===== src/design/cabp_pkg.sv =====
package cabp_pkg;

    // Configuration register indexes
    typedef enum logic [2:0] {
        REG_CENTER_X   = 3'd0,
        REG_CENTER_Y   = 3'd1,
        REG_RADIUS     = 3'd2,
        REG_FILL_RED   = 3'd3,
        REG_FILL_GREEN = 3'd4,
        REG_FILL_BLUE  = 3'd5,
        REG_FILL_ALPHA = 3'd6
    } cfg_reg_t;

    localparam int COORD_W = 9;
    localparam int CHAN_W  = 8;
    localparam int CFG_W   = 9;

    // Packed word widths (fields padded to whole bytes)
    localparam int FIELDS_W = 2 * COORD_W + 4 * CHAN_W;
    localparam int TDATA_W  = ((FIELDS_W + 7) / 8) * 8;

    // floor(2^32 / 65025): reciprocal that never overshoots the quotient
    localparam logic [16:0] RECIP_65025 = 17'd66051;
    localparam logic [15:0] DIV_65025   = 16'd65025;
    // floor(2^16 / 255)
    localparam logic [8:0]  RECIP_255   = 9'd257;
    localparam logic [7:0]  FULL_SCALE  = 8'd255;

    localparam int PIPE_DEPTH = 5;

    // Pass-through part of a pixel; x sits in the lowest bits, alpha in the highest
    typedef struct packed {
        logic [CHAN_W-1:0]  alpha;
        logic [CHAN_W-1:0]  blue;
        logic [CHAN_W-1:0]  green;
        logic [CHAN_W-1:0]  red;
        logic [COORD_W-1:0] y;
        logic [COORD_W-1:0] x;
    } pix_t;

endpackage


===== src/design/cabp_chan.sv =====
// One color channel of the over-blend:
// (255*ca*cc + da*(255-ca)*dc) / 65025, four register stages then a
// one-step correction of the reciprocal estimate.
module cabp_chan
    import cabp_pkg::*;
(
    input  logic              aclk,
    input  logic              en,
    input  logic [CHAN_W-1:0] fill_alpha,
    input  logic [CHAN_W-1:0] fill_chan,
    input  logic [CHAN_W-1:0] dest_chan,
    input  logic [CHAN_W-1:0] dest_alpha,
    output logic [CHAN_W-1:0] blend
);

    logic [15:0] src_prod_reg;
    logic [15:0] dst_weight_reg;
    logic [7:0]  dc1_reg;
    logic [23:0] src_term_reg;
    logic [23:0] dst_term_reg;
    logic [23:0] sum3_reg;
    logic [23:0] sum4_reg;
    logic [7:0]  est4_reg;

    logic [40:0] recip_prod;
    logic [24:0] back_prod;
    logic [24:0] rem;

    assign recip_prod = {17'd0, sum3_reg} * {24'd0, RECIP_65025};

    // Stages 1-4: products, weighted terms, sum, quotient estimate
    always_ff @(posedge aclk) begin
        if (en) begin
            src_prod_reg   <= {8'd0, fill_alpha} * {8'd0, fill_chan};
            dst_weight_reg <= {8'd0, dest_alpha} * {8'd0, FULL_SCALE - fill_alpha};
            dc1_reg        <= dest_chan;
            src_term_reg   <= {src_prod_reg, 8'd0} - {8'd0, src_prod_reg};
            dst_term_reg   <= {8'd0, dst_weight_reg} * {16'd0, dc1_reg};
            sum3_reg       <= src_term_reg + dst_term_reg;
            sum4_reg       <= sum3_reg;
            est4_reg       <= recip_prod[39:32];
        end
    end

    // Estimate is exact or one low
    assign back_prod = {17'd0, est4_reg} * {9'd0, DIV_65025};
    assign rem       = {1'b0, sum4_reg} - back_prod;
    assign blend     = est4_reg + ((rem >= {9'd0, DIV_65025}) ? 8'd1 : 8'd0);

endmodule


===== src/design/circle_alpha_blend_pixel.sv =====
// Pipeline: an accepted s_ word reaches its m_ word through 5 register stages.
// Throughput: one pixel per cycle; all stages advance together, so the only
//   stall is a held m_ word (m_tvalid high, m_tready low), which freezes the pipe.
// Reset: synchronous, active low; clears the stage valid bits and all
//   configuration registers (circle empty, colors zero).
module circle_alpha_blend_pixel
    import cabp_pkg::*;
#(
    parameter int IMAGE_WIDTH  = 512,
    parameter int IMAGE_HEIGHT = 512
) (
    input  logic               aclk,
    input  logic               aresetn,
    // Pixel input
    input  logic               s_tvalid,
    output logic               s_tready,
    // pixel_x, pixel_y, dest_red, dest_green, dest_blue, dest_alpha, zero pad
    input  logic [TDATA_W-1:0] s_tdata,
    // Pixel output
    output logic               m_tvalid,
    input  logic               m_tready,
    // out_x, out_y, out_red, out_green, out_blue, out_alpha, zero pad
    output logic [TDATA_W-1:0] m_tdata,
    // covered
    output logic               m_tuser,
    // Configuration writes
    input  logic               cfg_valid,
    output logic               cfg_ready,
    input  logic [2:0]         cfg_index,
    input  logic [CFG_W-1:0]   cfg_data
);

    localparam logic [COORD_W:0] WIDTH_LIM  = (COORD_W+1)'(IMAGE_WIDTH);
    localparam logic [COORD_W:0] HEIGHT_LIM = (COORD_W+1)'(IMAGE_HEIGHT);

    // Configuration registers
    logic [COORD_W-1:0] center_x_reg, center_y_reg, radius_reg;
    logic [CHAN_W-1:0]  fill_red_reg, fill_green_reg, fill_blue_reg, fill_alpha_reg;

    assign cfg_ready = 1'b1;

    always_ff @(posedge aclk) begin
        if (!aresetn) begin
            center_x_reg   <= '0;
            center_y_reg   <= '0;
            radius_reg     <= '0;
            fill_red_reg   <= '0;
            fill_green_reg <= '0;
            fill_blue_reg  <= '0;
            fill_alpha_reg <= '0;
        end else if (cfg_valid && cfg_ready) begin
            unique case (cfg_reg_t'(cfg_index))
                REG_CENTER_X:   center_x_reg   <= cfg_data;
                REG_CENTER_Y:   center_y_reg   <= cfg_data;
                REG_RADIUS:     radius_reg     <= cfg_data;
                REG_FILL_RED:   fill_red_reg   <= cfg_data[CHAN_W-1:0];
                REG_FILL_GREEN: fill_green_reg <= cfg_data[CHAN_W-1:0];
                REG_FILL_BLUE:  fill_blue_reg  <= cfg_data[CHAN_W-1:0];
                REG_FILL_ALPHA: fill_alpha_reg <= cfg_data[CHAN_W-1:0];
                default: ;
            endcase
        end
    end

    // Pipeline advance: whole pipe moves unless the output word is held
    logic adv;
    assign adv      = !m_tvalid || m_tready;
    assign s_tready = adv;

    pix_t in_pix;
    assign in_pix = s_tdata[FIELDS_W-1:0];

    // Valid bits and pass-through pixel per stage
    logic [PIPE_DEPTH-1:0] vld_reg;
    pix_t                  pix_reg [PIPE_DEPTH-1];
    pix_t                  out_pix_reg;

    always_ff @(posedge aclk) begin
        if (!aresetn) begin
            vld_reg <= '0;
        end else if (adv) begin
            vld_reg <= {vld_reg[PIPE_DEPTH-2:0], s_tvalid};
        end
    end

    always_ff @(posedge aclk) begin
        if (adv) begin
            pix_reg[0] <= in_pix;
            for (int i = 1; i < PIPE_DEPTH - 1; i++) begin
                pix_reg[i] <= pix_reg[i-1];
            end
        end
    end

    // Stage 1: offsets from the center, span check on x, image bounds check, row term
    logic signed [COORD_W+1:0] dx, dy, rs;
    logic [COORD_W-1:0]        dx_abs_next;
    logic [COORD_W:0]          t_next;
    logic                      dx_ok_next, in_img_next;

    always_comb begin
        dx          = $signed({2'b00, in_pix.x}) - $signed({2'b00, center_x_reg});
        dy          = $signed({2'b00, in_pix.y}) - $signed({2'b00, center_y_reg});
        rs          = $signed({2'b00, radius_reg});
        dx_ok_next  = (dx >= -rs) && (dx < rs);
        dx_abs_next = dx[COORD_W+1] ? COORD_W'(-dx) : dx[COORD_W-1:0];
        t_next      = dy[COORD_W+1] ? (COORD_W+1)'(-dy) : (COORD_W+1)'(dy + 1);
        in_img_next = ({1'b0, in_pix.x} < WIDTH_LIM) && ({1'b0, in_pix.y} < HEIGHT_LIM);
    end

    logic [COORD_W-1:0] dx_abs1_reg;
    logic [COORD_W:0]   t1_reg;
    logic               span1_reg;
    logic [17:0]        rr2_reg, dd2_reg;
    logic [18:0]        tt2_reg;
    logic               span2_reg;
    logic               cov3_reg, cov4_reg, cov5_reg;

    // Stages 1-4: squares, then the disc test by squares
    always_ff @(posedge aclk) begin
        if (adv) begin
            dx_abs1_reg <= dx_abs_next;
            t1_reg      <= t_next;
            span1_reg   <= dx_ok_next && in_img_next;
            rr2_reg     <= {9'd0, radius_reg} * {9'd0, radius_reg};
            dd2_reg     <= {9'd0, dx_abs1_reg} * {9'd0, dx_abs1_reg};
            tt2_reg     <= 19'({9'd0, t1_reg} * {9'd0, t1_reg});
            span2_reg   <= span1_reg;
            cov3_reg    <= span2_reg &&
                           (({1'b0, tt2_reg} + {2'b00, dd2_reg}) <= {2'b00, rr2_reg});
            cov4_reg    <= cov3_reg;
        end
    end

    // Alpha path: ca + floor(da*(255-ca)/255)
    logic [15:0] aw1_reg, aw2_reg;
    logic [7:0]  aest2_reg;
    logic [7:0]  alpha3_reg, alpha4_reg;
    logic [24:0] aw_recip;
    logic [16:0] arem;
    logic [7:0]  aq;

    assign aw_recip = {9'd0, aw1_reg} * {16'd0, RECIP_255};
    assign arem     = {1'b0, aw2_reg} - {1'b0, {8'd0, aest2_reg} * {8'd0, FULL_SCALE}};
    assign aq       = aest2_reg + ((arem >= {9'd0, FULL_SCALE}) ? 8'd1 : 8'd0);

    always_ff @(posedge aclk) begin
        if (adv) begin
            aw1_reg    <= {8'd0, in_pix.alpha} * {8'd0, FULL_SCALE - fill_alpha_reg};
            aw2_reg    <= aw1_reg;
            aest2_reg  <= aw_recip[23:16];
            alpha3_reg <= fill_alpha_reg + aq;
            alpha4_reg <= alpha3_reg;
        end
    end

    // Color channels
    logic [CHAN_W-1:0] red_blend, green_blend, blue_blend;

    cabp_chan u_chan_red (
        .aclk       (aclk),
        .en         (adv),
        .fill_alpha (fill_alpha_reg),
        .fill_chan  (fill_red_reg),
        .dest_chan  (in_pix.red),
        .dest_alpha (in_pix.alpha),
        .blend      (red_blend)
    );

    cabp_chan u_chan_green (
        .aclk       (aclk),
        .en         (adv),
        .fill_alpha (fill_alpha_reg),
        .fill_chan  (fill_green_reg),
        .dest_chan  (in_pix.green),
        .dest_alpha (in_pix.alpha),
        .blend      (green_blend)
    );

    cabp_chan u_chan_blue (
        .aclk       (aclk),
        .en         (adv),
        .fill_alpha (fill_alpha_reg),
        .fill_chan  (fill_blue_reg),
        .dest_chan  (in_pix.blue),
        .dest_alpha (in_pix.alpha),
        .blend      (blue_blend)
    );

    // Stage 5: output word, blended or passed through
    pix_t pix_out_next;

    always_comb begin
        pix_out_next = pix_reg[PIPE_DEPTH-2];
        if (cov4_reg) begin
            pix_out_next.red   = red_blend;
            pix_out_next.green = green_blend;
            pix_out_next.blue  = blue_blend;
            pix_out_next.alpha = alpha4_reg;
        end
    end

    always_ff @(posedge aclk) begin
        if (adv) begin
            out_pix_reg <= pix_out_next;
            cov5_reg    <= cov4_reg;
        end
    end

    assign m_tvalid = vld_reg[PIPE_DEPTH-1];
    assign m_tdata  = {{(TDATA_W-FIELDS_W){1'b0}}, out_pix_reg};
    assign m_tuser  = cov5_reg;

    // Checks
    a_cov_needs_radius: assert property (@(posedge aclk) disable iff (!aresetn)
        m_tvalid && m_tuser |-> radius_reg != '0)
        else $error("covered pixel with zero radius");

    a_cov_in_image: assert property (@(posedge aclk) disable iff (!aresetn)
        m_tvalid && m_tuser |-> {1'b0, out_pix_reg.x} < WIDTH_LIM)
        else $error("covered pixel outside image");

    a_alpha_floor: assert property (@(posedge aclk) disable iff (!aresetn)
        m_tvalid && m_tuser |-> out_pix_reg.alpha >= fill_alpha_reg)
        else $error("blended alpha below fill alpha");

    a_accept_enters: assert property (@(posedge aclk) disable iff (!aresetn)
        s_tvalid && s_tready |=> vld_reg[0])
        else $error("accepted word did not enter stage 1");

endmodule

===== config.mk =====
export PLATFORM = sky130hd
export DESIGN_NAME = circle_alpha_blend_pixel
export DESIGN_NICKNAME = d
export VERILOG_FILES = /design/src/design/cabp_pkg.sv /design/src/design/cabp_chan.sv /design/src/design/circle_alpha_blend_pixel.sv
export SDC_FILE = /design/constraint.sdc
export NUM_CORES = 2
export LEC_CHECK = 0
export BUFFER_PORTS_ARGS = -buffer_cell sky130_fd_sc_hd__buf_4
export CAP_MARGIN = 20
export CORE_MARGIN = 1
export CORE_UTILIZATION = 35
export CTS_CLUSTER_DIAMETER = 80
export DETAILED_ROUTE_END_ITERATION = 10
export PLACE_DENSITY = 0.49
export RECOVER_POWER = 25
export SLEW_MARGIN = 20
export SYNTH_ARGS = -nofsm -noshare
export SYNTH_HDL_FRONTEND = slang
export SYNTH_SLANG_ARGS = --single-unit

===== constraint.sdc =====
create_clock -name aclk -period 72.2 [get_ports aclk]
set_clock_uncertainty 0.1 [all_clocks]
set_input_delay 14.44 -clock aclk [delete_from_list [all_inputs] [get_ports aclk]]
set_output_delay 14.44 -clock aclk [all_outputs]
set_load 0.005 [all_outputs]

==> impl_metrics.py <==
metrics = {
    "finish": {
        "multi_input_area_sq_mm": 0.04985,
        "final_core_util_pct": 38.70,
        "largest_reg_flops": 179,
        "regArea_sq_mm": 0.02356,
        "finalNetCount": 9735,
        "fill_cells": 22170,
        "layout-drive-gt1-share_pct": 4.570,
        "areaGrowthSynthToFinish_pct": 9.988,
        "fin_cells": 10750,
    },
    "critical_path": {
        "endpoint_kind": "output port",
        "crit_required_ps": 57660,
        "cp-start-kind": "input port",
        "r2r-start": "aest2_reg[1]",
        "worstPathMaxFanout": 80,
        "regToRegSetupSlack_ps": 64250,
        "crit_type": "input port to output port",
        "cp_data_arrival_time_ps": 15680,
        "r2r_cells": 25,
        "r2r_end": "alpha3_reg[6]",
    },
    "clocking": {
        "clkSinkCount": 806,
        "clock-root-buffer": "clkbuf_16",
        "cts.repair.resized": 0,
        "cts_hold_buf": 0,
        "clk_latency_ps": 760,
        "cts_buffers": 104,
        "ctsHtreeMaxLevel": 3,
        "cts_tree": "done",
        "cts_setup_buffers": 0,
        "path_clk_slew_ps": 50,
        "clk_path_buf_depth": 3,
    },
    "route": {
        "drtPass1Iterations": 5,
        "route.detailed.drc": 0,
        "wirelength_um": 170100,
        "initialDrtViolationCount": 2186,
        "ant_nets": 0,
        "wl_per_cell_um": 15.83,
        "vias": 51070,
        "vias_per_cell": 4.753,
    },
    "placed_design": {
        "hpwl_um": 132700,
        "gp_congestion": 0.8137,
        "portBuffers": 119,
        "place_inst": 10540,
    },
    "timing": {
        "maxSlewViolCount": 502,
        "setup_tns_ps": 0,
        "hold_viol_final": 0,
        "period_needed_ps": 30220,
        "setup_viol": 0,
        "finalCritPeriodShare_pct": 41.86,
        "grt_setup_unrepaired": "no",
        "worstMarginPinSlew_ps": 3072,
        "slew-limit-headroom_pct": -104.8,
        "fmax_mhz": 33.09,
    },
    "global_routing": {
        "grt_pass1_vias": 52970,
        "gr-total-overflow": 0,
        "grt_max_degree": 174,
        "grt_pass1_wl_um": 278700,
        "track_usage_pct": 15.16,
        "antenna_found_initial": 6,
    },
    "die": {
        "fp.dieH_um": 477.2,
        "fp.dieW_um": 477.2,
        "die_area_sq_mm": 0.2277,
        "ios": 133,
        "core_area_sq_mm": 0.2247,
        "start_util_pct": 35.18,
        "fp-row-count": 174,
    },
    "synthesis": {
        "netlist_area_sq_mm": 0.07905,
        "postSynthAreaPerCell_sq_um": 10.48,
        "synth-warning-count": 0,
        "synth-async-reset-ratio_pct": 0,
        "synth_top_area_cell": "edfxtp_1",
        "ys_seq_elements": 806,
        "ys_types": 91,
        "seq_area_frac_synth_pct": 29.81,
        "postSynthCellCount": 7540,
        "synth_top_cell_area_share_pct": 28.19,
        "synth_flop_cell": "edfxtp_1",
        "synth-edff-count": 742,
        "ys_top_cells_by_area": "edfxtp_1, ha_1, fa_1",
    },
    "min_path": {
        "hold_path.class": "flop to flop",
        "hp-start": "pix_reg[0][6]",
        "worstHoldPathCells": 0,
        "min_to": "pix_reg[1][6]",
    },
    "status": {
        "status": "complete, but fails checks",
        "violations": "max-capacitance violations, max-slew violations",
    },
    "job": {
        "maxCapViolCount": 17,
    },
}
## cell families after synthesis
logic type,Yosys count,synth area share (%)
mux,29,0.3989
fa+ha+maj,2004,38.78
other cells,2,0.009501
flops,806,29.81
buf+inv,1498,7.163
compound gates,950,7.908
simple gates,1857,11.57
xor+xnor,394,4.366
## critical path, stage by stage
cell and delay [ps]:
buf_4 110, nor2b_1 500, inv_8 360, buf_4 270
## synth_stat cells, types with 9 or more instances
cell type and n:
xnor2_1 297, o21a_1 58, nand2_1 636, nor2b_1 108
o31ai_1 13, nor2_1 305, buf_1 13, a31oi_1 30
mux2_2 20, nand4_1 40, ha_1 1261, o21bai_1 25
nand3_1 55, nand2b_1 78, or3_1 35, xor2_1 97
inv_1 1338, and2_1 365, a21oi_1 257, o2111ai_1 12
a21boi_1 21, nor4_1 20, nand3b_1 17, edfxtp_1 742
o21ai_1 101, dfxtp_1 64, a21o_1 125, and4_1 10
clkbuf_1 130, fa_1 743, mux2i_1 9, a31o_1 11
and3_1 35, nor3_1 117, a211oi_1 23, o211ai_1 17
o21ai_0 75, a21boi_0 67
## per-stage QoR
stage               cell area (sq um)  setup WS (ps)  hold slack, ps
floorplan                       79060          28760           300.3
detailed placement              83430          41920           304.5
CTS                             87010          41920           271.2
finish                          86940          41980           281.1
global route                    86940          41830           290.9
global placement                83430          41940           300.3
## routing by layer
metal | up-vias | wire length, um | global-route usage (%)
met3 | 170 | 6583 | 2.093
li1 | 25320 | - | -
met4 | 0 | 3632 | 4.018
met1 | 24950 | 80750 | 20.56
met5 | - | 0 | 0
met2 | 628 | 79090 | 25.27
## final cells by class
cell class	instances	area share [%]
Antenna cell	6	0.01727
Clock buffer	127	3.237
Clock inverter	68	0.8908
Inverter	1346	5.821
Multi-Input combinational cell	5241	57.33
Sequential cell	806	27.10
Tap cell	2992	4.306
Timing Repair Buffer	159	1.294
## how the worst max path moves through the flow
stage | startpoint | end | slack, ps | cells past startpoint
finish | m_tready | s_tready | 41980 | 4
floorplan | m_tready | s_tready | 28760 | 2
CTS | m_tready | s_tready | 41920 | 4
global route | m_tready | s_tready | 41830 | 4
global placement | m_tready | s_tready | 41940 | 4
detailed placement | m_tready | s_tready | 41920 | 4
## layout by cell type, fill, tap and decap left out, types with 17 or more instances in the layout
cell type / instances
nor3_1: 116
nor2_1: 305
xor2_1: 97
and3_1: 35
o21bai_1: 25
clkbuf_16: 108
or3_1: 35
o21a_1: 58
nand3b_1: 17
a211oi_1: 23
o211ai_1: 17
a21boi_1: 19
a21o_1: 125
fa_1: 743
a21boi_0: 69
and2_0: 20
nor2b_1: 108
clkbuf_1: 40
a21oi_1: 257
nor4_1: 20
xnor2_1: 297
nand2b_1: 78
buf_4: 132
edfxtp_1: 742
nand3_1: 55
and2_1: 345
ha_1: 1261
o21ai_0: 85
a31oi_1: 30
inv_1: 1337
nand4_1: 40
o21ai_1: 91
dfxtp_1: 64
nand2_1: 636
Power is not shown: default switching activity piles up to over one toggle a cycle in this logic, so the estimate is an artifact.
